File: src/sv/sre_pkg.sv
// shared types and constants for the stutter / beat-repeat effect
// no dependencies
package sre_pkg;

    localparam int STORE_DEPTH_DEF = 262144;
    localparam int SAMPLE_W        = 16;
    localparam int CFG_W           = 18;
    localparam int FADE_W          = 17;
    localparam int DIR_W           = 3;
    localparam int GAIN_W          = 10;
    localparam int MIX_W           = 9;
    localparam int CNT_W           = 17;
    localparam int ENV_W           = 17;

    localparam int OPA_W  = 44;
    localparam int OPB_W  = 18;
    localparam int PROD_W = OPA_W + OPB_W;
    localparam int ACC_W  = 43;

    localparam int DIV_NW = 34;
    localparam int DIV_DW = 18;
    localparam int DIV_CW = 6;
    localparam logic [DIV_CW-1:0] DIV_STEPS_MOD = 6'd18;
    localparam logic [DIV_CW-1:0] DIV_STEPS_ENV = 6'd34;

    localparam logic [ENV_W-1:0] ENV_ONE     = 17'h10000;
    localparam logic [CNT_W-1:0] LCG_MUL_LO  = 17'h04E6D;
    localparam logic [CNT_W-1:0] LCG_ADD_LO  = 17'd12345;
    localparam int               LCG_BIT     = 16;
    localparam logic [MIX_W-1:0] MIX_FULL    = 9'd256;
    localparam logic [GAIN_W-1:0] GAIN_MAX   = 10'd512;

    typedef enum logic [2:0] {
        REG_CAPTURE_LEN   = 3'd0,
        REG_REPEAT_PERIOD = 3'd1,
        REG_WINDOW_LEN    = 3'd2,
        REG_GATE_LEN      = 3'd3,
        REG_FADE_LEN      = 3'd4,
        REG_START_OFFSET  = 3'd5,
        REG_DIRECTION     = 3'd6,
        REG_OUTPUT_GAIN   = 3'd7
    } cfg_idx_t;

    localparam logic [DIR_W-1:0] DIR_FWD   = 3'd0;
    localparam logic [DIR_W-1:0] DIR_REV   = 3'd1;
    localparam logic [DIR_W-1:0] DIR_PING  = 3'd2;
    localparam logic [DIR_W-1:0] DIR_PONG  = 3'd3;
    localparam logic [DIR_W-1:0] DIR_RAND  = 3'd4;

    typedef struct packed {
        logic              start;
        logic [DIV_CW-1:0] steps;
        logic [DIV_NW-1:0] num;
        logic [DIV_DW-1:0] den;
    } div_req_t;

    typedef struct packed {
        logic              done;
        logic [DIV_NW-1:0] quot;
        logic [DIV_DW-1:0] rem;
    } div_rsp_t;

endpackage

File: src/sv/sre_div.sv
// restoring divider, one quotient bit per cycle, dividend left aligned
// depends on sre_pkg
module sre_div import sre_pkg::*; (
    input  logic     aclk,
    input  logic     aresetn,
    input  div_req_t req,
    output div_rsp_t rsp
);

    logic [DIV_NW-1:0] num_reg;
    logic [DIV_DW-1:0] rem_reg;
    logic [DIV_DW-1:0] den_reg;
    logic [DIV_CW-1:0] cnt_reg;
    logic              busy_reg;
    logic              done_reg;

    logic [DIV_DW:0] trial;
    logic [DIV_DW:0] diff;
    logic            ge;

    assign trial = {rem_reg, num_reg[DIV_NW-1]};
    assign ge    = trial >= {1'b0, den_reg};
    assign diff  = trial - {1'b0, den_reg};

    always_ff @(posedge aclk) begin
        if (!aresetn) begin
            busy_reg <= 1'b0;
            done_reg <= 1'b0;
        end else if (req.start) begin
            num_reg  <= req.num;
            den_reg  <= req.den;
            rem_reg  <= '0;
            cnt_reg  <= req.steps;
            busy_reg <= 1'b1;
            done_reg <= 1'b0;
        end else if (busy_reg) begin
            num_reg <= {num_reg[DIV_NW-2:0], ge};
            rem_reg <= ge ? diff[DIV_DW-1:0] : trial[DIV_DW-1:0];
            cnt_reg <= cnt_reg - 1'b1;
            if (cnt_reg == DIV_CW'(1)) begin
                busy_reg <= 1'b0;
                done_reg <= 1'b1;
            end
        end
    end

    assign rsp.done = done_reg;
    assign rsp.quot = num_reg;
    assign rsp.rem  = rem_reg;

endmodule
File: config.mk
export PLATFORM = sky130hd
export DESIGN_NAME = sre_div
export DESIGN_NICKNAME = d
export VERILOG_FILES = /design/src/sv/sre_pkg.sv /design/src/sv/sre_div.sv
export SDC_FILE = /design/constraint.sdc
export NUM_CORES = 1
export LEC_CHECK = 0
export ABC_CLOCK_PERIOD_IN_PS = 10100
export BUFFER_PORTS_ARGS = -buffer_cell sky130_fd_sc_hd__clkbuf_2
export CAP_MARGIN = 20
export CORE_MARGIN = 4
export CORE_UTILIZATION = 40
export CTS_BUF_LIST = sky130_fd_sc_hd__clkbuf_16
export CTS_CLUSTER_SIZE = 14
export DETAILED_ROUTE_END_ITERATION = 10
export PLACE_DENSITY = 0.72
export SLEW_MARGIN = 10
export SYNTH_ARGS = -nofsm -noshare
export SYNTH_HDL_FRONTEND = slang
export SYNTH_SLANG_ARGS = --single-unit
File: constraint.sdc
create_clock -name aclk -period 10.1 [get_ports aclk]
set_input_delay 3.03 -clock aclk [delete_from_list [all_inputs] [get_ports aclk]]
set_output_delay 3.03 -clock aclk [all_outputs]
set_load 0.02 [all_outputs]
==> results of run 1 <==
==> synthesized netlist by cell type, types with 2 or more instances <==
| cell | number |
|---|---|
| xnor2_1 | 7 |
| a2111oi_0 | 2 |
| a211oi_1 | 3 |
| inv_1 | 26 |
| ha_1 | 20 |
| nand4_1 | 4 |
| nor2_1 | 25 |
| o21a_1 | 4 |
| o21ai_0 | 17 |
| a211o_1 | 2 |
| buf_1 | 3 |
| mux2i_1 | 16 |
| a21o_1 | 5 |
| nand3_1 | 3 |
| o21ai_1 | 3 |
| a21oi_1 | 17 |
| nand2b_1 | 2 |
| edfxtp_1 | 76 |
| xor2_1 | 11 |
| buf_6 | 2 |
| dfxtp_1 | 2 |
| nor3_1 | 2 |
| mux2_2 | 33 |
| clkbuf_1 | 7 |
| nor2b_1 | 3 |
| nor4_1 | 2 |
| nand2_1 | 26 |
==> where the power goes <==
group / switching (mW) / internal (mW) / leakage, nW
Combinational: 0.121 / 0.0858 / 1.34
Clock: 0.128 / 0.189 / 0.140
Sequential: 0.0155 / 0.389 / 0.743
==> final cells by class <==
type,count,share of cell area (%)
Clock inverter,7,1.28
Tap cell,136,3.28
Sequential cell,78,44.8
Multi-Input combinational cell,224,33.1
Timing Repair Buffer,116,11.3
Clock buffer,9,4.34
Inverter,26,1.88
==> logic make-up after synthesis <==
kind of cell / Yosys count / share of synthesized area [%]
XOR/XNOR: 18 / 3.75
multiplexers: 49 / 12.6
adder cells (fa/ha/maj): 21 / 6.42
buffers and inverters: 40 / 4.05
AND/OR/NAND/NOR: 74 / 8.06
flip-flops: 78 / 55.2
AO/OA/AOI/OAI: 62 / 9.88
==> final timing paths <==
check              from           to  slack, ns
max reg2reg  rem_reg[5]   rem_reg[5]       6.75
min reg2reg    done_reg     done_reg       0.56
min            done_reg     done_reg       0.56
max             req[58]  num_reg[10]       5.21
==> layer usage <==
metal	routed length [um]	track usage (%)
met3	898	7.73
met2	4280	24.6
met4	89	4.02
met5	0	0
met1	3980	19.1
==> tightest hold or removal path: stages (launching register included) <==
cell,delay (ns)
dfxtp_1,0.31
a31oi_1,0.14
nor3b_1,0.06
==> through the flow <==
stage | instances | total power, mW
after CTS | 596 | 0.937
final | 596 | 0.928
after detailed placement | 580 | 0.617
after floorplan | 342 | 0.560
after global routing | 596 | 0.979
after global placement | 580 | 0.612
==> reports/summary.txt, run 1 <==
GRT overflow - 0
post-CTS sizing - 0
H-Tree Depth - 3
GRT Total Usage - 15.6%
share of cells above drive strength 1 - 37.2%
final worst path period share - 48.4%
Root Buffer - clkbuf_16
DP HPWL - 6.85 mm
Clock transition at path regs - 0.06 ns
clock sink total - 78
antenna violations before repair - 0
Die Span Y - 111 um
post-route ant nets - 0
Slew Limit Headroom - 37.3%
Seq/Total Area, Yosys - 55.2%
clk_skew - 0.00781 ns
Post-synth EDFFs - 76
Synth Warn # - 0
Leak - 2.22 nW
final worst path period need - 4.89 ns
DP Worst Slack - 4.82 ns
commonest non-fill, non-tap cell in the layout - clkbuf_2
fin area - 0.00518 mm2
worst-path cell chain - clkbuf_2 > buf_4 > o21a_2 > buf_4
placed inst area - 0.00489 mm2
GP Congestion - 0.842
vias in the first global route - 3149
Die Width - 111 um
Starting DRT DRC Count - 108
port buffer count - 113
most used cell, CP - buf_4
Fmax achieved - 205 MHz
setup ws final - 5.21 ns
# setup viols final - 0
FFs w/ async S/R, synth - 0%
Longest Clk Path Bufs - 2
Vias - 3013
RSZ-0062 raised after global routing - false
critical path data required time - 10.07 ns
ant diodes - 0
Critical Path Stages - 4
io pins - 114
most frequent cells in the layout - 113 x clkbuf_2, 76 x edfxtp_1, 33 x mux2_2, 27 x inv_1, 26 x nand2_1
fillers - 960
global-route wire length before repair - 15.4 mm
via density per instance - 5.06
largest net degree at the start of global routing - 69
setup TNS - 0 ns
synthesized area - 0.00421 mm2
critical path type - in -> reg
number of cell rows - 37
crit path capture type - flip-flop
buffers inserted by post-CTS timing repair - 0
cell taking the most area after synthesis - edfxtp_1
WL per Instance - 15.5 um
die area - 0.0122 mm2
register bit total from synthesis - 78
Initial Utilization - 40.9%
Synth top area share - 54.3%
synthesis-to-finish area growth - 23.3%
Util after Layout - 50.5%
Worst path top cell family by delay - buffers and inverters
R2R cell count - 9
WP buf/inv - 3
Post-CTS Hold Fix Bufs - 0
largest stage delay on the critical path - 0.59 ns
Post-Synthesis Cells - 342
register area - 0.00232 mm2
nets@finish - 537
routed wire length - 9.25 mm
number of hold violations in the final report - 0
CTS tree - yes
arrival time of the worst setup path - 4.86 ns
max reg flops - 34
Synth Net Count - 424
Max VDD drop - 105 uV
crit path max-delay cell type - buf_4
main flop type after synthesis - edfxtp_1
# DRC - 0
Max-Cap Viols - 0
Critical Path Start Type - input pin
Min-Delay Path Class - reg -> reg
area occupied by multi-input gates - 0.00172 mm2
WHS - 0.556 ns
power per cell area - 179 mW/mm2
status - completed
CP Max Fanout - 68
Hold Path Depth - 2
Distinct cells, synth - 46
TritonCTS Buffers - 9
clk_lat worst skew - 0.34 ns
top cells by area, synth - edfxtp_1 54%, mux2_2 8.8%, ha_1 5.9%
core area - 0.0103 mm2
Avg Cell Area, Syn - 12.3 um2
Final Max Slew Viols - 0
DRT Pass-1 Iters - 5
Slew @ Worst Pin - 0.941 ns
Power figures use the tool's default switching activity.
==> run 2, diff against run 1 <==
--- a/config.mk
+++ b/config.mk
@@ -5,7 +5,8 @@
 export SDC_FILE = /design/constraint.sdc
 export NUM_CORES = 1
 export LEC_CHECK = 0
-export ABC_CLOCK_PERIOD_IN_PS = 10100
+export ABC_AREA = 1
+export ABC_CLOCK_PERIOD_IN_PS = 4400
 export BUFFER_PORTS_ARGS = -buffer_cell sky130_fd_sc_hd__clkbuf_2
 export CAP_MARGIN = 20
 export CORE_MARGIN = 4
@@ -13,7 +14,7 @@
 export CTS_BUF_LIST = sky130_fd_sc_hd__clkbuf_16
 export CTS_CLUSTER_SIZE = 14
 export DETAILED_ROUTE_END_ITERATION = 10
-export PLACE_DENSITY = 0.72
+export PLACE_DENSITY = 0.73
 export SLEW_MARGIN = 10
 export SYNTH_ARGS = -nofsm -noshare
 export SYNTH_HDL_FRONTEND = slang
==> constraint.sdc (replaced) <==
create_clock -name aclk -period 4.4 [get_ports aclk]
set_input_delay 1.32 -clock aclk [delete_from_list [all_inputs] [get_ports aclk]]
set_output_delay 1.32 -clock aclk [all_outputs]
set_load 0.02 [all_outputs]
==> reports/summary.txt, run 2 <==
Critical Path Start Type - input pin
WP buf/inv - 3 (unchanged)
max layer used - met4
mux share of post-synthesis cell area - 0% (-13 points)
Post-Synthesis Cells - 583 (+70%)
Die Width - 117 um (+5.4%)
Fmax achieved - 412 MHz
DP HPWL - 8.49 mm (+24%)
Post-CTS Hold Fix Bufs - 0 (unchanged)
final worst path period share - 55.2%
routed wl met3 - 906 um (+0.89%)
via density per instance - 4.67 (-7.6%)
Slew Limit Headroom - 42.2% (+4.9 points)
synthesized area - 0.00471 mm2 (+12%)
number of cell rows - 39 (+5.4%)
# DRC - 0 (unchanged)
placed inst area - 0.00540 mm2 (+10%)
synthesis-to-finish area growth - 22.0%
top cells by area, synth - edfxtp_1 48%, nand2_1 19%, inv_1 6.3%
final worst path period need - 2.43 ns
most frequent cell after synthesis - nand2_1
Clock transition at path regs - 0.06 ns (about the same)
WL met1 - 5.06 mm (+27%)
Worst path top cell family by delay - buffers and inverters
antenna violations before repair - 0 (unchanged)
Avg Cell Area, Syn - 8.08 um2 (-34%)
GP Congestion - 0.872 (+3.5%)
largest net degree at the start of global routing - 43 (-38%)
Root Buffer - clkbuf_16
clk_skew - 0.00599 ns (-0.00182 ns)
global-route wire length before repair - 18.3 mm (+19%)
XOR/XNOR Fraction of Synth Area - 1.67% (-2.1 points)
clock sink total - 78 (unchanged)
port buffer count - 113 (unchanged)
crit path capture type - flip-flop
vias in the first global route - 3757 (+19%)
Distinct cells, synth - 29 (-37%)
H-Tree Depth - 3 (unchanged)
TritonCTS Buffers - 9 (unchanged)
# setup viols final - 0 (unchanged)
Max-Cap Viols - 0 (unchanged)
die area - 0.0136 mm2 (+11%)
post-synthesis compound-gate area fraction - 3.61% (-6.3 points)
Starting DRT DRC Count - 169 (+56%)
post-CTS sizing - 0 (unchanged)
Synth Warn # - 0 (unchanged)
Initial Utilization - 41.1% (+0.17 points)
DRT Pass-1 Iters - 5 (unchanged)
number of hold violations in the final report - 0 (unchanged)
arrival time of the worst setup path - 2.51 ns (-2.35 ns)
main flop type after synthesis - edfxtp_1
Leak - 2.97 nW (+34%)
Longest Clk Path Bufs - 2 (unchanged)
WHS - 0.505 ns (-0.0512 ns)
share of cells above drive strength 1 - 24.0% (-13 points)
routed wire length - 11.4 mm (+23%)
crit path max-delay cell type - clkinv_1
Max VDD drop - 245 uV (+130%)
top cells by count, synth - 237 x nand2_1, 79 x inv_1, 76 x edfxtp_1
critical path type - in -> reg
Synth Area in Simple Gates - 30.5% (+22 points)
WL per Instance - 13.5 um (-13%)
core area - 0.0115 mm2 (+12%)
Final Max Slew Viols - 0 (unchanged)
max reg flops - 34 (unchanged)
GRT overflow - 0 (unchanged)
cell taking the most area after synthesis - edfxtp_1
Vias - 3931 (+30%)
status - completed
Seq/Total Area, Yosys - 49.3% (-5.9 points)
FFs w/ async S/R, synth - 0% (unchanged)
Slew @ Worst Pin - 0.867 ns (-0.0743 ns)
fin area - 0.00575 mm2 (+11%)
GRT Total Usage - 17.4% (+1.8 points)
Min-Delay Path Class - reg -> reg
post-route ant nets - 0 (unchanged)
Die Span Y - 117 um (+5.4%)
RSZ-0062 raised after global routing - false
commonest non-fill, non-tap cell in the layout - nand2_1
metal2 WL - 5.29 mm (+24%)
buffers inserted by post-CTS timing repair - 0 (unchanged)
final cell count without fillers - 842 (+41%)
clk_lat worst skew - 0.34 ns (about the same)
register bit total from synthesis - 78 (unchanged)
worst-path cell chain - clkbuf_2 > clkinv_1 > buf_4 > nor2_1 > a31oi_1
Post-Place Cells - 825 (+42%)
CP Max Fanout - 20 (-71%)
setup TNS - 0 ns (unchanged)
power per cell area - 432 mW/mm2 (+140%)
largest family of logic cells by synthesized area - simple AND/OR/NAND/NOR gates
critical path data required time - 4.48 ns (-5.59 ns)
Post-synth EDFFs - 76 (unchanged)
Synth Net Count - 665 (+57%)
ant diodes - 0 (unchanged)
most frequent cells in the layout - 236 x nand2_1, 113 x clkbuf_2, 79 x inv_1, 76 x edfxtp_1, 43 x nor2_1
nets@finish - 776 (+45%)
Synth top area share - 48.4% (-5.8 points)
post-synthesis adder-cell area fraction - 5.73% (-0.69 points)
io pins - 114 (unchanged)
largest stage delay on the critical path - 0.49 ns (-0.10 ns)
CTS tree - yes
==> run 2: cell types whose count changed after synthesis, sizes merged, moves of 13 or more <==
cell   change
nand2    +218
inv       +61
mux2      -33
nand3     +25
nor2      +25
mux2i     -16
o21ai     -13
==> run 2: cell type report <==
cell class / count / area (um2)
Fill cell: 1126 / 5720
Clock inverter: 7 / 114
Tap cell: 143 / 179
Timing Repair Buffer: 118 / 623
Sequential cell: 78 / 2320
Clock buffer: 9 / 225
Inverter: 87 / 327
Multi-Input combinational cell: 400 / 1960
==> run 2: worst paths after layout <==
kind | startpoint | endpoint | slack (ns) | depth (start not counted)
setup reg to reg | num_reg[33] | rem_reg[12] | 2.11 | 14
setup / recovery | req[58] | cnt_reg[5] | 1.97 | 5
hold / removal | busy_reg | done_reg | 0.50 | 2
hold reg to reg | busy_reg | done_reg | 0.50 | 2
==> run 2: stage by stage <==
| step | util (%) | setup slack, ns | power, mW |
|---|---|---|---|
| 2_1_floorplan | - | 1.10 | 1.46 |
| 3_3_place_gp | 47.1 | 1.68 | 1.63 |
| 3_5_place_dp | 47.1 | 1.61 | 1.64 |
| 4_1_cts | 50.0 | 1.69 | 2.50 |
| 5_1_grt | 50.1 | 1.77 | 2.63 |
| 6_report | 50.1 | 1.97 | 2.49 |
==> run 2: worst reg2reg max path: cells and delay by family (launching register included) <==
family,cells,cell delay (ns)
simple gates,10,0.87
fa+ha+maj,2,0.57
flops,1,0.39
buf+inv,2,0.18
==> run 2: layer usage <==
metal,up-vias,track usage [%]
met3,8,5.23
li1,2059,-
met5,-,0
met2,133,28.3
met4,0,4.66
met1,1731,22.7
==> run 2: logic make-up after synthesis <==
kind of cell             Yosys count
AO/OA/AOI/OAI                     33
XOR/XNOR                           9
adder cells (fa/ha/maj)           21
buffers and inverters            105
flip-flops                        78
AND/OR/NAND/NOR                  337
==> run 2: power by group <==
group          leakage [nW]  switching [mW]  internal (mW)  total (mW)
logic                  2.05           0.436          0.234       0.670
registers             0.753          0.0459          0.913       0.959
clock network         0.165           0.305          0.552       0.857
total                  2.97           0.787           1.70        2.49
